**config.mk**
```make
export PLATFORM = sky130hd
export DESIGN_NAME = ffh_alu
export DESIGN_NICKNAME = d
export VERILOG_FILES = /design/src/rtl/ffh_pkg.sv /design/src/rtl/ffh_alu.sv
export SDC_FILE = /design/constraint.sdc
export NUM_CORES = 2
export LEC_CHECK = 0
export BUFFER_PORTS_ARGS = -buffer_cell sky130_fd_sc_hd__buf_2
export CORE_ASPECT_RATIO = 0.9
export CORE_MARGIN = 3
export CORE_UTILIZATION = 39
export DETAILED_ROUTE_END_ITERATION = 16
export GPL_ROUTABILITY_DRIVEN = 0
export PLACE_DENSITY = 0.55
export SYNTH_ARGS = -nofsm -noshare
export SYNTH_HDL_FRONTEND = slang
export SYNTH_SLANG_ARGS = --single-unit
```
**constraint.sdc**
```tcl
create_clock -name vclk -period 16.3
set_clock_uncertainty 0.1 [all_clocks]
set_input_delay 1.63 -clock vclk [all_inputs]
set_output_delay 1.63 -clock vclk [all_outputs]
set_load 0.005 [all_outputs]
```
**src/rtl/ffh_pkg.sv**
```systemverilog
// ----------------------------------------------------------------------------
// ffh_pkg
// Types, codes and sizes shared by the fault-formation height map block.
// ----------------------------------------------------------------------------
package ffh_pkg;

  localparam int MAX_SIZE_DEF    = 256;
  localparam int HEIGHT_BITS_DEF = 32;

  localparam int CFG_IDX_W  = 3;
  localparam int CFG_DATA_W = 32;
  localparam int GRID_W     = 9;
  localparam int ITER_W     = 11;
  localparam int COEFF_W    = 16;
  localparam int HCFG_W     = 32;
  localparam int COORD_W    = 8;
  // fault counter times (max - min): 12-bit signed times 33-bit signed
  localparam int PROD_W     = ITER_W + 1 + HCFG_W + 1;

  typedef enum logic [1:0] {
    CMD_FAULT  = 2'd0,
    CMD_SMOOTH = 2'd1,
    CMD_READ   = 2'd2,
    CMD_CLEAR  = 2'd3
  } cmd_t;

  typedef enum logic [1:0] {
    STS_OK      = 2'd0,
    STS_EQUAL   = 2'd1,
    STS_EXHAUST = 2'd2,
    STS_RANGE   = 2'd3
  } status_t;

  typedef enum logic [CFG_IDX_W-1:0] {
    REG_GRID_SIZE  = 3'd0,
    REG_ITER_COUNT = 3'd1,
    REG_MIN_HEIGHT = 3'd2,
    REG_MAX_HEIGHT = 3'd3,
    REG_FILT_COEFF = 3'd4
  } reg_idx_t;

  typedef enum logic [2:0] {
    ST_CLEAR,
    ST_IDLE,
    ST_MUL,
    ST_DIV,
    ST_SWEEP,
    ST_DRAIN,
    ST_READ,
    ST_RDATA
  } state_t;

  typedef struct packed {
    cmd_t               command;
    logic [COORD_W-1:0] first_x;
    logic [COORD_W-1:0] first_z;
    logic [COORD_W-1:0] second_x;
    logic [COORD_W-1:0] second_z;
  } in_t;

  typedef struct packed {
    status_t            status;
    logic signed [31:0] cell_height;
  } out_t;

  typedef struct packed {
    logic                      smooth;
    logic [COEFF_W-1:0]        coeff;
    logic signed [HCFG_W-1:0]  fault_h;
  } alu_ctl_t;

endpackage

```
**src/rtl/ffh_alu.sv**
```systemverilog
// ----------------------------------------------------------------------------
// ffh_alu
// Cell update: saturating fault add, or one-pole blend rounded half up.
// ----------------------------------------------------------------------------
module ffh_alu #(
  parameter int HEIGHT_BITS = ffh_pkg::HEIGHT_BITS_DEF
) (
  input  ffh_pkg::alu_ctl_t              ctl,
  input  logic signed [HEIGHT_BITS-1:0]  cur,
  input  logic signed [HEIGHT_BITS-1:0]  prev,
  output logic signed [HEIGHT_BITS-1:0]  res
);

  localparam int HB = HEIGHT_BITS;
  localparam int SW = ((HB > ffh_pkg::HCFG_W) ? HB : ffh_pkg::HCFG_W) + 1;
  localparam int PW = HB + 1 + ffh_pkg::COEFF_W + 1;
  localparam logic signed [SW-1:0] HMAX = {{(SW-HB+1){1'b0}}, {(HB-1){1'b1}}};
  localparam logic signed [SW-1:0] HMIN = ~HMAX;

  logic signed [SW-1:0] sum;
  logic signed [HB:0]   d;
  logic signed [PW-1:0] prod;
  logic signed [PW-1:0] rnd;
  logic signed [HB-1:0] sat;
  logic signed [HB-1:0] blend;

  always_comb begin
    sum = SW'(cur) + SW'(ctl.fault_h);
    if (sum > HMAX) begin
      sat = HB'(HMAX);
    end else if (sum < HMIN) begin
      sat = HB'(HMIN);
    end else begin
      sat = HB'(sum);
    end
    d     = (HB+1)'(prev) - (HB+1)'(cur);
    prod  = d * $signed({1'b0, ctl.coeff});
    rnd   = (prod + PW'(32768)) >>> 16;
    blend = cur + HB'(rnd);
    res   = ctl.smooth ? blend : sat;
  end

endmodule

```
==> results.json <==
{
  "period_share": 0.944,
  "io_pins": 145,
  "crit_type": "in -> out",
  "hold_depth": 5,
  "drtPass1Iterations": 5,
  "path_max_fanout": 11,
  "seq_cell_count": 0,
  "syn_to_final_growth_pct": 6.55,
  "whs_endpoint": "res[0]",
  "grt_max_degree": 51,
  "hpwlAfterDp_um": 64500,
  "drv_cap": 0,
  "tightest_slew_ns": 1.12,
  "synth_nets": 3900,
  "rsz0062_at_grt": "false",
  "viasPerCell": 5.37,
  "fin_nets": 3940,
  "start_util": 0.396,
  "routed_wl_um": 77800,
  "antenna_found_initial": 4,
  "routedWlPerCell_um": 19.7,
  "seq_area_um2": 0,
  "drv_slew": 0,
  "n_clock_buffer": 0,
  "die_y_um": 246,
  "synth_cell_types": 82,
  "num_vias": 21157,
  "synthCells": 3054,
  "finalHoldViolCount": 0,
  "endpoint_kind": "primary output",
  "placed_cell_area_um2": 26600,
  "die_x_um": 273,
  "drt-initial-drc-count": 1363,
  "arrival_ns": 13.65,
  "hold_path_class": "in -> out",
  "grt_pass1_vias": 22116,
  "drc_errors": 0,
  "slew_headroom": 0.249,
  "final_area_um2": 26600,
  "setup_tns_ns": 0,
  "status": "finished clean",
  "synth.yosys.seq_area_share": 0,
  "worstPathRequired_ns": 14.57,
  "cts_hold_buf": 0,
  "critPathSlowestCell": "a311oi_1",
  "die-area_um2": 67100,
  "setup_viol": 0,
  "timing.fmax_ghz": 0.0650,
  "fin_crit_ns": 15.38,
  "core_um2": 63000,
  "path_common_cell": "fa_1",
  "io_buffers": 145,
  "layout-drive-gt1-share": 0.0763,
  "grt_pass1_wl_um": 123000,
  "cp-start-kind": "primary input",
  "rows": 87,
  "max_stage_delay_ns": 0.55,
  "postRouteAntennaNets": 0,
  "overflow": 0,
  "hp-start": "cur[0]",
  "avgSynthCellArea_um2": 8.18,
  "post-route-util": 0.422,
  "yosys_warnings": 0,
  "grt_usage": 0.231,
  "syn_area_um2": 25000
}
[cells by family (layout without fill, tap and decap cells)]
kind of cell / after synthesis / after routing / synth area share
adders and majority gates: 735 / 735 / 0.516
AOI/OAI and AO/OA: 487 / 487 / 0.138
buffers and inverters: 837 / 875 / 0.127
muxes: 4 / 4 / 0.00170
other: 0 / 2 / 0
and+or+nand+nor: 879 / 879 / 0.178
xor gates and xnor gates: 112 / 112 / 0.0393
[worst max-delay path by stage]
stage / slack [ns] / to / startpoint / cells past startpoint
2_1_floorplan: 3.60 / res[30] / cur[11] / 43
3_3_place_gp: 0.81 / res[30] / cur[11] / 43
3_5_place_dp: 0.86 / res[30] / cur[11] / 43
4_1_cts: 0.81 / res[30] / cur[11] / 43
5_1_grt: 0.20 / res[30] / cur[11] / 43
6_report: 0.92 / res[30] / cur[11] / 43
[critical path, delay by kind of cell]
kind	cells	cell delay (ns)
AO/OA/AOI/OAI	15	4.28
buffers and inverters	6	0.48
XOR/XNOR	1	0.17
multiplexers	1	0.27
adder cells (fa/ha/maj)	9	4.12
AND/OR/NAND/NOR	11	2.65
[cell usage in the layout, fill, tap and decap left out, types with 5 or more instances in the layout]
cell,instances
a2111oi_0,5
a211oi_1,24
a21boi_0,8
a21o_1,47
a21oi_1,120
a22oi_1,8
a311oi_1,8
a31oi_1,33
and2_1,258
and3_1,26
buf_2,145
buf_4,49
fa_1,493
ha_1,240
inv_1,678
nand2_1,287
nand2b_1,30
nand3_1,64
nand4_1,9
nor2_1,89
nor2b_1,27
nor3_1,54
nor4_1,10
o2111ai_1,12
o211ai_1,10
o21a_1,23
o21ai_0,41
o21ai_1,15
o21bai_1,10
o221ai_1,7
o22ai_1,26
o311a_1,11
o311ai_0,9
o311ai_1,22
or3_1,5
xnor2_1,66
xnor2_2,8
xor2_1,35
[layer usage]
| layer | routed length (um) | up-vias | track usage |
|---|---|---|---|
| met5 | 13 | - | 0 |
| met4 | 1820 | 2 | 0.0549 |
| met3 | 4810 | 109 | 0.0326 |
| met2 | 38100 | 648 | 0.402 |
| met1 | 33000 | 10673 | 0.303 |
| li1 | - | 9725 | - |
[layout make-up]
class | count | area [um^2]
Timing Repair Buffer | 194 | 1090
Multi-Input combinational cell | 2217 | 21900
Antenna cell | 2 | 5.00
Tap cell | 845 | 1060
Fill cell | 6448 | 36400
Inverter | 681 | 2560
[Yosys cell counts, types with 26 or more instances]
cell type | number | area share
inv_1 | 678 | 0.10
fa_1 | 493 | 0.40
nand2_1 | 287 | 0.043
and2_1 | 258 | 0.065
ha_1 | 240 | 0.12
clkbuf_1 | 140 | 0.021
a21oi_1 | 120 | 0.024
nor2_1 | 90 | 0.014
xnor2_1 | 74 | 0.026
nand3_1 | 64 | 0.013
nor3_1 | 54 | 0.011
a21o_1 | 47 | 0.014
o21ai_0 | 41 | 0.0082
xor2_1 | 38 | 0.013
a31oi_1 | 33 | 0.0083
nand2b_1 | 30 | 0.0075
nor2b_1 | 27 | 0.0068
and3_1 | 26 | 0.0065
o22ai_1 | 26 | 0.0065
[repair_timing]
| item | in CTS | in global routing |
|---|---|---|
| buffers inserted | 0 | 0 |
| setup endpoints to repair | 0 | 1 |
| gates resized for setup | 0 | 1 |
[through the flow]
| step | instances | worst slack, ns | hold WS [ns] |
|---|---|---|---|
| CTS | 3937 | 0.812 | 3.65 |
| global route | 3939 | 0.204 | 3.71 |
| global placement | 3937 | 0.814 | 3.61 |
| detailed placement | 3937 | 0.862 | 3.65 |
| floorplan | 3054 | 3.60 | 3.38 |
| finish | 3939 | 0.921 | 3.65 |
Power is left out: the tool's default activity adds up to more than one toggle a clock period on the data nets, which glitch-free logic cannot reach.
