### config.mk
export PLATFORM = sky130hd
export DESIGN_NAME = ffh_div
export DESIGN_NICKNAME = d
export VERILOG_FILES = /design/src/rtl/ffh_div.sv
export SDC_FILE = /design/constraint.sdc
export NUM_CORES = 1
export LEC_CHECK = 0
export ABC_AREA = 1
export BUFFER_PORTS_ARGS = -buffer_cell sky130_fd_sc_hd__buf_2
export CORE_MARGIN = 4
export CORE_UTILIZATION = 46
export DETAILED_ROUTE_END_ITERATION = 10
export GPL_ROUTABILITY_DRIVEN = 0
export PLACE_DENSITY = 0.7
export REMOVE_ABC_BUFFERS = 1
export SYNTH_ARGS = -nofsm -noshare
export SYNTH_HDL_FRONTEND = slang
export SYNTH_SLANG_ARGS = --single-unit
### constraint.sdc
create_clock -name clk -period 1.85 [get_ports clk]
set_clock_uncertainty 0.05 [all_clocks]
set_input_delay 0.0925 -clock clk [delete_from_list [all_inputs] [get_ports clk]]
set_output_delay 0.0925 -clock clk [all_outputs]
set_load 0.05 [all_outputs]
### src/rtl/ffh_div.sv
// ----------------------------------------------------------------------------
// ffh_div
// Serial signed-by-unsigned divider, one quotient bit per cycle,
// quotient truncated toward zero.
// ----------------------------------------------------------------------------
module ffh_div #(
  parameter int DW = 44,
  parameter int VW = 11
) (
  input  logic                clk,
  input  logic                rst_n,
  input  logic                start,
  input  logic signed [DW:0]  dividend,
  input  logic [VW-1:0]       divisor,
  output logic                done,
  output logic signed [DW:0]  quot
);

  localparam int CNT_W = $clog2(DW);

  logic              busy_r;
  logic              done_r;
  logic              neg_r;
  logic [CNT_W-1:0]  cnt_r;
  logic [DW-1:0]     quo_r;
  logic [VW:0]       rem_r;
  logic [VW-1:0]     dvs_r;
  logic [DW:0]       mag;
  logic [VW:0]       rem_sh;
  logic              fits;

  assign mag    = dividend[DW] ? (DW+1)'(-dividend) : dividend;
  assign rem_sh = {rem_r[VW-1:0], quo_r[DW-1]};
  assign fits   = rem_sh >= {1'b0, dvs_r};

  always_ff @(posedge clk) begin
    if (!rst_n) begin
      busy_r <= 1'b0;
      done_r <= 1'b0;
    end else begin
      done_r <= busy_r && (cnt_r == CNT_W'(DW - 1));
      if (start) begin
        busy_r <= 1'b1;
      end else if (busy_r && (cnt_r == CNT_W'(DW - 1))) begin
        busy_r <= 1'b0;
      end
    end
  end

  always_ff @(posedge clk) begin
    if (start) begin
      neg_r <= dividend[DW];
      quo_r <= mag[DW-1:0];
      rem_r <= '0;
      dvs_r <= divisor;
      cnt_r <= '0;
    end else if (busy_r) begin
      rem_r <= fits ? (rem_sh - {1'b0, dvs_r}) : rem_sh;
      quo_r <= {quo_r[DW-2:0], fits};
      cnt_r <= cnt_r + CNT_W'(1);
    end
  end

  assign done = done_r;
  assign quot = neg_r ? -$signed({1'b0, quo_r}) : $signed({1'b0, quo_r});

endmodule

==> run_results.csv, run 1 <==
group,metric,value,unit
critical_path,data_required_time_at_the_worst_endpoint,1.71,ns
die,design.die.area,15870,um^2
clock_network,insertion_delay,0.36,ns
yosys,number_of_warnings_reported_in_the_yosys_synthesis_log,0,
grt,groute.layer.met3.usage,5.334,%
flow_run,max-cap-violations,0,
placement,place_inst,1346,
grt,grtUsageMet1,30.93,%
power,internal_power,4365,uW
power,power.sequential.fraction,30.5,%
cells_and_area,stdcell_count,1400,
route,routed-via-count,7593,
timing,rsz0062_at_grt,"true",
route,drtIter0Drc,647,
power,p_per_area,725.0,nW/um^2
power,comb_power_share,40.3,%
min_path,holdCritStartpoint,"dividend[37]",
cells_and_area,drive_above_1_share,35.29,%
yosys,synthesis.area_per_instance,6.759,um^2
critical_path,reg2reg_depth,11,
power,power.net_switching,2598,uW
grt,global_route.usage.total,25.93,%
power,netSwitchingFraction,37.31,%
route,drt_pass1_iterations,6,
grt,grt_overflow,0,
placement,detailed_place_hpwl,15520,um
critical_path,worst_path_max_fanout,3,
yosys,synth_edf_count,56,
critical_path,critical_path.endpoint_type,"primary output",
die,rows,42,
grt,wire_length_of_the_first_global_routing_pass,33580,um
clock_network,cts_num_sinks,75,
grt,global_route_hottest_layer,"met2",
yosys,postSynth.asyncResetShare,0,%
grt,use_met2,45.29,%
grt,number_of_global_route_vias_before_repair,7147,
die,design.core.area,13450,um^2
timing,worst_slack,-0.6830,ns
die,chipHeight,126.0,um
grt,grt_start_max_net_pins,40,
cells_and_area,areaGrowthSynthToFinish,50.04,%
min_path,timing.hold.worst_endpoint,"quo_r[37]",
timing,post-route-period-util,136.9,%
grt,antenna_found_initial,0,
yosys,synth-seq-area-share,32.21,%
cells_and_area,fin_nets,1293,
power,power.static_leakage,0.004468,uW
yosys,synth_top_flop_cell,"edfxtp_1",
placement,placed_area,8129,um^2
die,initial_utilization,47.58,%
cells_and_area,fillers,1028,
power,worst_ir_drop_vdd,0.5284,mV
timing,finalWorstPathRequiredPeriod,2.533,ns
route,routed_via_density,5.424,
clock_network,clk_pin_slew_worst_setup_hold_paths,0.07,ns
timing,finalSetupViolCount,52,
timing,timing.final.hold_violations,0,
yosys,post_synth_instance_area,6401,um^2
timing,tightestPinTransition,0.4844,ns
min_path,min-delay-path-class,"primary input to flip-flop",
power,clock_group_share_of_total_power,29.2,%
timing,clock.fmax,394.8,MHz
status,failing_checks,"negative setup slack",
clock_network,cts.root.buffer_cell,"clkbuf_16",
critical_path,critPathKind,"flip-flop to primary output",
yosys,yosys.cell_types.count,46,
timing,final_max_slew_viol_count,0,
critical_path,crit-reg2reg-launch,"dvs_r[9]",
route,drc,0,
min_path,hold-path-cell-count,4,
yosys,ys_seq_elements,75,
clock_network,cts_tree,"built",
placement,io_buffers,104,
cells_and_area,design_area,9604,um^2
timing,hold_ws,0.06196,ns
route,routedWlPerCell,15.84,um
route,wirelength,22180,um
clock_network,clk_path_buf_depth,2,
yosys,syn_inst,947,
critical_path,arrival,2.39,ns
clock_network,cts_made_buffers,9,
cells_and_area,insertedDiodeCount,0,
clock_network,cts_max_level,3,
critical_path,cp-start-kind,"flip-flop",
die,i_o_pin_total,105,
placement,post-place-ws,-0.2201,ns
critical_path,r2r-end,"rem_r[0]",
critical_path,regToRegSetupSlack,-0.08,ns
route,drt.antenna.violating_nets,0,
status,run_status,"finished with violations",
die,die_x,126.0,um
timing,timing.slew.headroom,67.36,%
==> worst max path at each step <==
| stage | slack, ns | to | start | cells past startpoint |
|---|---|---|---|---|
| after floorplan | -0.98 | quot[32] | quo_r[0] | 7 |
| after global placement | -0.20 | quot[43] | quo_r[0] | 10 |
| after detailed placement | -0.22 | quot[43] | quo_r[0] | 10 |
| after CTS | -0.50 | quot[33] | quo_r[4] | 9 |
| after global routing | -0.69 | quot[33] | quo_r[0] | 10 |
| final | -0.68 | quot[19] | quo_r[0] | 9 |
==> stage by stage <==
stage	total power [uW]	setup TNS [ns]	util [%]
final	6963	-18.65	71.39
after global routing	7241	-23.24	71.39
after CTS	6790	-15.07	69.02
after detailed placement	4449	-6.024	60.43
after global placement	4426	-4.962	60.43
after floorplan	3523	-25.25	-
==> routing by layer <==
metal,routed length [um],vias to the layer above
li1,-,3650
met1,8702,3511
met2,10830,337
met3,1511,95
met4,1139,0
met5,0,-
==> cell usage after synthesis, types with 4 or more instances <==
master,number,area [um^2]
nor4_1,4,25.02
nand4_1,28,175.2
o21ai_2,7,61.31
xnor2_1,9,78.83
o21ai_1,13,65.06
nand3_2,8,80.08
nand2_1,258,968.4
a21oi_1,20,100.1
nand3_1,92,460.4
buf_2,5,25.02
nand3b_1,6,45.04
edfxtp_1,56,1682
inv_2,6,22.52
buf_1,4,15.01
o21ai_0,51,255.2
inv_1,116,435.4
nor2_2,15,93.84
nor3_1,11,55.05
xor2_1,51,446.7
ha_1,14,175.2
dfxtp_1,19,380.4
nor2_1,112,420.4
clkbuf_1,13,48.80
==> power by group through the flow <==
stage / sequential (uW) / combinational (uW) / clock (uW)
after floorplan: 2140 / 1390 / 0
after global placement: 2120 / 2310 / 0
after detailed placement: 2120 / 2320 / 0
after CTS: 2100 / 2650 / 2040
after global routing: 2140 / 2980 / 2130
final: 2120 / 2810 / 2030
==> sequential cells by signal, indices dropped and copies added, names as in the netlist <==
name / flops
quo_r: 44
cnt_r: 6
dvs_r: 11
busy_r: 1
done: 1
neg_r: 1
rem_r: 11
==> layout make-up <==
class	instances	area (um^2)	area share, %
Clock buffer	9	225.2	2.345
Clock inverter	7	113.9	1.186
Multi-Input combinational cell	729	4370	45.51
Timing Repair Buffer	282	2155	22.43
Sequential cell	75	2062	21.47
Tap cell	176	220.2	2.293
Inverter	122	457.9	4.768
==> layout by cell type (no fill, tap or decap), types with 10 or more instances in the layout <==
cell	Yosys	layout
o21ai_0	51	42
a21oi_1	20	17
nand4_1	28	28
buf_4	1	173
edfxtp_1	56	56
nand2_2	2	17
inv_1	116	105
dfxtp_1	19	19
nor2_4	1	15
nand2_1	258	238
inv_2	6	16
xor2_1	51	44
o21ai_2	7	13
buf_6	0	32
nand3_2	8	10
o21ai_1	13	14
dlygate4sd3_1	0	12
nor2_2	15	28
buf_2	5	61
nor2_1	112	85
nand3_1	92	85
==> cell families (layout without fill, tap and decap cells) <==
group                    Yosys count  in the layout  synth area share, %
XOR/XNOR                          60             60                8.210
AO/OA/AOI/OAI                    105            105                9.363
adder cells (fa/ha/maj)           15             15                3.049
buffers and inverters            146            420                8.894
flip-flops                        75             75                32.21
AND/OR/NAND/NOR                  546            549                38.27
==> critical path: stages (launching register included) <==
cell and delay, ns:
edfxtp_1 0.42, inv_2 0.12, buf_6 0.11, nand4_1 0.13
nor2_2 0.20, buf_4 0.15, nand2_4 0.06, o21ai_0 0.30
xor2_1 0.29, buf_4 0.25
==> repair_timing <==
item	CTS	global route
resized for setup	157	63
endpoints found under the setup margin	55	55
pin swaps	41	30
setup buffers	18	6
gates cloned	2	1
hold buffers	12	0
hold endpoints to repair	13	0
(Power assumes the default switching activity.)
==> run 2, diff against run 1 <==
--- a/config.mk
+++ b/config.mk
@@ -13,6 +13,7 @@
 export GPL_ROUTABILITY_DRIVEN = 0
 export PLACE_DENSITY = 0.7
 export REMOVE_ABC_BUFFERS = 1
+export SKIP_CTS_REPAIR_TIMING = 1
 export SYNTH_ARGS = -nofsm -noshare
 export SYNTH_HDL_FRONTEND = slang
 export SYNTH_SLANG_ARGS = --single-unit
==> run 2 against run 1 <==
Effect of this change:
- the run still ends with negative setup slack left
- final area fell by 2.3%
- critical path depth did not move
- utilization fell by 1.6 points
- register-to-register slack got worse by 0.07 ns
- fmax rose by 4.9%
- clock-buffer cell count did not move
==> run_results.csv, run 2 (synthesis gave the netlist of run 1 again) <==
group,metric,value,unit
die,design.core.area,13450,um^2
timing,rsz0062_at_grt,"true",
timing,tightestPinTransition,0.4818,ns
power,p_per_area,730.3,nW/um^2
clock_network,cts_made_buffers,9,
route,routed_via_density,5.303,
route,drt.antenna.violating_nets,0,
cells_and_area,fin_nets,1288,
timing,worst_slack,-0.5655,ns
status,failing_checks,"negative setup slack",
cells_and_area,insertedDiodeCount,0,
min_path,min-delay-path-class,"primary input to flip-flop",
critical_path,arrival,2.27,ns
critical_path,cp-start-kind,"flip-flop",
power,power.static_leakage,0.004403,uW
critical_path,reg2reg_depth,11,
grt,antenna_found_initial,0,
cells_and_area,fillers,1095,
route,drc,0,
cells_and_area,largest_register,"quo_r",
grt,wire_length_of_the_first_global_routing_pass,30910,um
die,design.die.area,15870,um^2
die,rows,42,
grt,global_route.usage.total,23.97,%
power,design_power_total,6855,uW
timing,clock.fmax,414.0,MHz
timing,hold_ws,0.06800,ns
die,i_o_pin_total,105,
critical_path,critical_path.endpoint_type,"primary output",
timing,finalWorstPathRequiredPeriod,2.415,ns
timing,final_max_slew_viol_count,0,
critical_path,data_required_time_at_the_worst_endpoint,1.71,ns
cells_and_area,layout_top_registers,"quo_r: 44 flops, dvs_r: 11 flops, rem_r: 11 flops",
placement,io_buffers,104,
min_path,timing.hold.worst_endpoint,"quo_r[37]",
grt,number_of_global_route_vias_before_repair,6606,
critical_path,regToRegSetupSlack,-0.15,ns
critical_path,critPathSlowestCell,"edfxtp_1",
route,drtIter0Drc,522,
timing,post-route-period-util,130.6,%
die,die_x,126.0,um
clock_network,cts_num_sinks,75,
grt,grt_overflow,0,
die,initial_utilization,47.58,%
route,wirelength,21560,um
timing,setup_total_negative_slack,-18.19,ns
clock_network,cts_max_level,3,
critical_path,crit_path_cell_trace,"nor2_1 -> nand2_1 -> nor2_2 -> nand3_4 -> nor2_4 -> nand2_1 -> nand2_1 -> xor2_1 -> buf_4",
cells_and_area,largest_register_ffs,44,
clock_network,cts_tree,"built",
status,run_status,"finished with violations",
critical_path,critPathMostFrequentCell,"nand2_1",
cells_and_area,layout.core_utilization,69.77,%
route,routedWlPerCell,15.46,um
clock_network,clk_path_buf_depth,2,
clock_network,cts.root.buffer_cell,"clkbuf_16",
grt,grt_start_max_net_pins,40,
critical_path,r2r-end,"rem_r[0]",
placement,detailed_place_hpwl,15520,um
cells_and_area,drive_above_1_share,33.72,%
die,chipHeight,126.0,um
clock_network,insertion_delay,0.35,ns
cells_and_area,layout.cells.most_common,"nand2_1",
cells_and_area,areaGrowthSynthToFinish,46.64,%
critical_path,timing.critical_path.slowest_cell_delay,0.44,ns
min_path,hold-path-cell-count,4,
flow_run,max-cap-violations,0,
route,routed-via-count,7398,
critical_path,worst_path_max_fanout,3,
cells_and_area,layout_common_cells,"nand2_1 (240), buf_4 (172), inv_1 (106)",
min_path,holdCritStartpoint,"dividend[37]",
timing,timing.final.hold_violations,0,
critical_path,worst_path_dominant_cell_family,"simple AND/OR/NAND/NOR gates",
critical_path,crit-reg2reg-launch,"dvs_r[9]",
timing,timing.slew.headroom,67.54,%
clock_network,clk_pin_slew_worst_setup_hold_paths,0.06,ns
power,worst_ir_drop_vdd,0.4352,mV
critical_path,critPathKind,"flip-flop to primary output",
timing,finalSetupViolCount,54,
route,drt_pass1_iterations,6,
critical_path,worst-path-buf-inv,1,
==> run 2: metrics by stage <==
step | setup slack (ns) | instance area [um^2] | std cells
after floorplan | -0.9762 | 6290 | 923
after global placement | -0.1993 | 8129 | 1346
after detailed placement | -0.2201 | 8129 | 1346
after CTS | -0.6096 | 8468 | 1362
after global routing | -0.6925 | 9387 | 1395
final | -0.5655 | 9387 | 1395
==> run 2: cell type report <==
| type | instances | area, um^2 | area share (%) |
|---|---|---|---|
| repair buffers | 277 | 2102 | 22.39 |
| well taps | 176 | 220.2 | 2.346 |
| clock inverters | 7 | 113.9 | 1.213 |
| multi-input cells | 729 | 4205 | 44.80 |
| clock buffers | 9 | 225.2 | 2.399 |
| inverters | 122 | 457.9 | 4.879 |
| flip-flops and latches | 75 | 2062 | 21.97 |
==> run 2: power by group <==
| group | total (uW) | switching, uW | leakage [uW] | internal, uW |
|---|---|---|---|---|
| Combinational | 2720 | 1690 | 0.00351 | 1020 |
| Sequential | 2120 | 126 | 0.000722 | 1990 |
| Clock | 2020 | 706 | 0.000170 | 1310 |
| Total | 6850 | 2530 | 0.00440 | 4330 |
==> run 2: layer usage <==
layer	wire, um	share of wire (%)	GRT usage (%)	vias to the layer above
met5	0	0	0	-
met4	869	4.0	7.950	0
met3	1549	7.2	5.207	69
met2	10750	50	41.72	315
met1	8393	39	29.48	3371
li1	-	-	-	3643
==> run 2: worst register-to-register path, delay by kind of cell, from the launching register on <==
family / cells / cell delay (ns)
AND/OR/NAND/NOR: 6 / 0.84
AO/OA/AOI/OAI: 1 / 0.07
buffers and inverters: 3 / 0.32
adder cells (fa/ha/maj): 1 / 0.27
flip-flops: 1 / 0.35
==> run 2: worst max-delay path by stage <==
stage	start	end	slack [ns]	cells past startpoint
6_report	quo_r[8]	quot[43]	-0.57	9
5_1_grt	quo_r[8]	quot[43]	-0.69	9
4_1_cts	quo_r[0]	quot[43]	-0.61	10
3_5_place_dp	quo_r[0]	quot[43]	-0.22	10
3_3_place_gp	quo_r[0]	quot[43]	-0.20	10
2_1_floorplan	quo_r[0]	quot[32]	-0.98	7
==> run 3, diff against run 2 <==
--- a/config.mk
+++ b/config.mk
@@ -8,11 +8,12 @@
 export ABC_AREA = 1
 export BUFFER_PORTS_ARGS = -buffer_cell sky130_fd_sc_hd__buf_2
 export CORE_MARGIN = 4
-export CORE_UTILIZATION = 46
+export CORE_UTILIZATION = 50
 export DETAILED_ROUTE_END_ITERATION = 10
 export GPL_ROUTABILITY_DRIVEN = 0
-export PLACE_DENSITY = 0.7
+export PLACE_DENSITY = 0.75
 export REMOVE_ABC_BUFFERS = 1
+export SETUP_SLACK_MARGIN = 0.4
 export SKIP_CTS_REPAIR_TIMING = 1
 export SYNTH_ARGS = -nofsm -noshare
 export SYNTH_HDL_FRONTEND = slang
==> run 3 against run 2 <==
Effect of this change:
- the run still ends with negative setup slack left
- final area is 0.39% lower
- critical path depth is 1 higher
- final cell count is 1.2% lower
- combinational power hardly changed
- die area is 7.5% lower
- via count is 2.4% higher
- fmax is 3.7% lower
- critical path type unchanged
- critical endpoint is now quot[21]
==> run_results.csv, run 3 (synthesis gave the netlist of run 1 again) <==
group,metric,value,unit
status,run_status,"finished with violations",
status,failing_checks,"negative setup slack",
die,rows,41,
route,routed_via_density,5.499,
critical_path,critPathSlowestCell,"edfxtp_1",
power,power.static_leakage,0.004341,uW
route,drt.antenna.violating_nets,0,
critical_path,critPathLaunch,"quo_r[4]",
min_path,min-delay-path-class,"primary input to flip-flop",
cells_and_area,layout_top_registers,"quo_r: 44 flops, dvs_r: 11 flops, rem_r: 11 flops",
critical_path,critical_path.endpoint_type,"primary output",
timing,clock.fmax,398.5,MHz
power,worst_ir_drop_vdd,0.4662,mV
critical_path,timing.critical_path.slowest_cell_delay,0.43,ns
cells_and_area,design_area,9350,um^2
die,chipHeight,121.1,um
critical_path,reg2reg_depth,9,
grt,grt_overflow,0,
cells_and_area,layout.core_utilization,74.40,%
cells_and_area,largest_register,"quo_r",
timing,tightestPinTransition,0.5220,ns
timing,finalSetupViolCount,53,
clock_network,cts_tree,"built",
cells_and_area,layout.cells.most_common,"nand2_1",
timing,post-route-period-util,135.7,%
timing,finalWorstPathRequiredPeriod,2.510,ns
cells_and_area,fin_nets,1275,
power,p_per_area,694.7,nW/um^2
route,drtIter0Drc,671,
placement,detailed_place_hpwl,15220,um
grt,number_of_global_route_vias_before_repair,6463,
timing,timing.slew.headroom,64.84,%
clock_network,cts_num_sinks,75,
clock_network,cts_made_buffers,9,
flow_run,max-cap-violations,0,
critical_path,worst_path_max_fanout,3,
die,die_x,121.1,um
die,design.die.area,14680,um^2
power,design_power_total,6496,uW
timing,worst_slack,-0.6595,ns
cells_and_area,areaGrowthSynthToFinish,46.07,%
critical_path,r2r-end,"rem_r[9]",
cells_and_area,drive_above_1_share,34.33,%
grt,grt_start_max_net_pins,51,
clock_network,cts.root.buffer_cell,"clkbuf_16",
critical_path,regToRegSetupSlack,-0.17,ns
grt,antenna_found_initial,0,
clock_network,clk_path_buf_depth,2,
die,design.core.area,12570,um^2
critical_path,crit_path_cell_trace,"nor2_1 -> nand4_1 -> nor2_2 -> buf_4 -> nand2_2 -> inv_2 -> nand2_2 -> o21ai_2 -> xor2_1 -> buf_4",
timing,rsz0062_at_grt,"true",
route,routedWlPerCell,16.11,um
critical_path,data_required_time_at_the_worst_endpoint,1.71,ns
clock_network,clk_pin_slew_worst_setup_hold_paths,0.06,ns
critical_path,arrival,2.37,ns
cells_and_area,insertedDiodeCount,0,
clock_network,cts_max_level,3,
clock_network,insertion_delay,0.34,ns
critical_path,crit-reg2reg-launch,"dvs_r[0]",
critical_path,worst_setup_ep,"quot[21]",
placement,placed_area,8039,um^2
placement,io_buffers,104,
route,wirelength,22190,um
route,drt_pass1_iterations,5,
die,initial_utilization,50.93,%
critical_path,critPathKind,"flip-flop to primary output",
grt,wire_length_of_the_first_global_routing_pass,30660,um
cells_and_area,largest_register_ffs,44,
grt,global_route.usage.total,26.35,%
critical_path,cp-start-kind,"flip-flop",
route,drc,0,
timing,timing.final.hold_violations,0,
die,i_o_pin_total,105,
placement,place_inst,1329,
cells_and_area,layout_common_cells,"nand2_1 (232), buf_4 (164), inv_1 (107)",
route,routed-via-count,7578,
cells_and_area,stdcell_count,1378,
timing,final_max_slew_viol_count,0,
run 3: cell types whose count changed in the layout (fill, tap and decap cells not counted), sizes merged:
cell,change
bufinv,-3
clkinv,-1
buf,-12
clkbuf,+1
clkinvlp,+2
run 3: worst max-delay path, delay by kind of cell (launching register included):
| kind | cells | cell delay (ns) |
|---|---|---|
| buf+inv | 3 | 0.45 |
| xor+xnor | 1 | 0.22 |
| simple gates | 5 | 0.75 |
| compound gates | 1 | 0.17 |
| flops | 1 | 0.43 |
run 3: worst min path at each step:
| stage | startpoint | end | depth (start not counted) |
|---|---|---|---|
| after global placement | divisor[4] | dvs_r[4] | 1 |
| after floorplan | start | cnt_r[2] | 1 |
| after detailed placement | divisor[3] | dvs_r[3] | 1 |
| final | dividend[37] | quo_r[37] | 4 |
| after global routing | dividend[37] | quo_r[37] | 4 |
| after CTS | divisor[3] | dvs_r[3] | 1 |
run 3: power breakdown:
part	switching, uW	internal (uW)
Combinational	1740	1010
Clock	691	935
Sequential	124	1990
run 3: per-layer routing:
layer / track usage [%] / part of all wire [%]
met2: 46.41 / 51
met4: 9.874 / 4.6
met1: 33.13 / 38
met3: 3.077 / 6.6
met5: 0 / 0
run 3: final cells by class:
type                            instances  area [um^2]
Clock buffer                           11        242.7
Clock inverter                          5        28.78
Fill cell                             929         3218
Inverter                              122        457.9
Multi-Input combinational cell        729         4343
Sequential cell                        75         2062
Tap cell                              172        215.2
Timing Repair Buffer                  264         2001
run 3: metrics by stage:
stage / hold WS (ns) / worst slack [ns] / TNS (ns)
2_1_floorplan: 0.1218 / -0.9762 / -25.25
3_3_place_gp: 0.2202 / -0.2093 / -5.993
3_5_place_dp: 0.2222 / -0.2370 / -7.131
4_1_cts: -0.1361 / -0.6248 / -22.45
5_1_grt: 0.08798 / -0.7330 / -24.07
6_report: 0.07602 / -0.6595 / -20.22
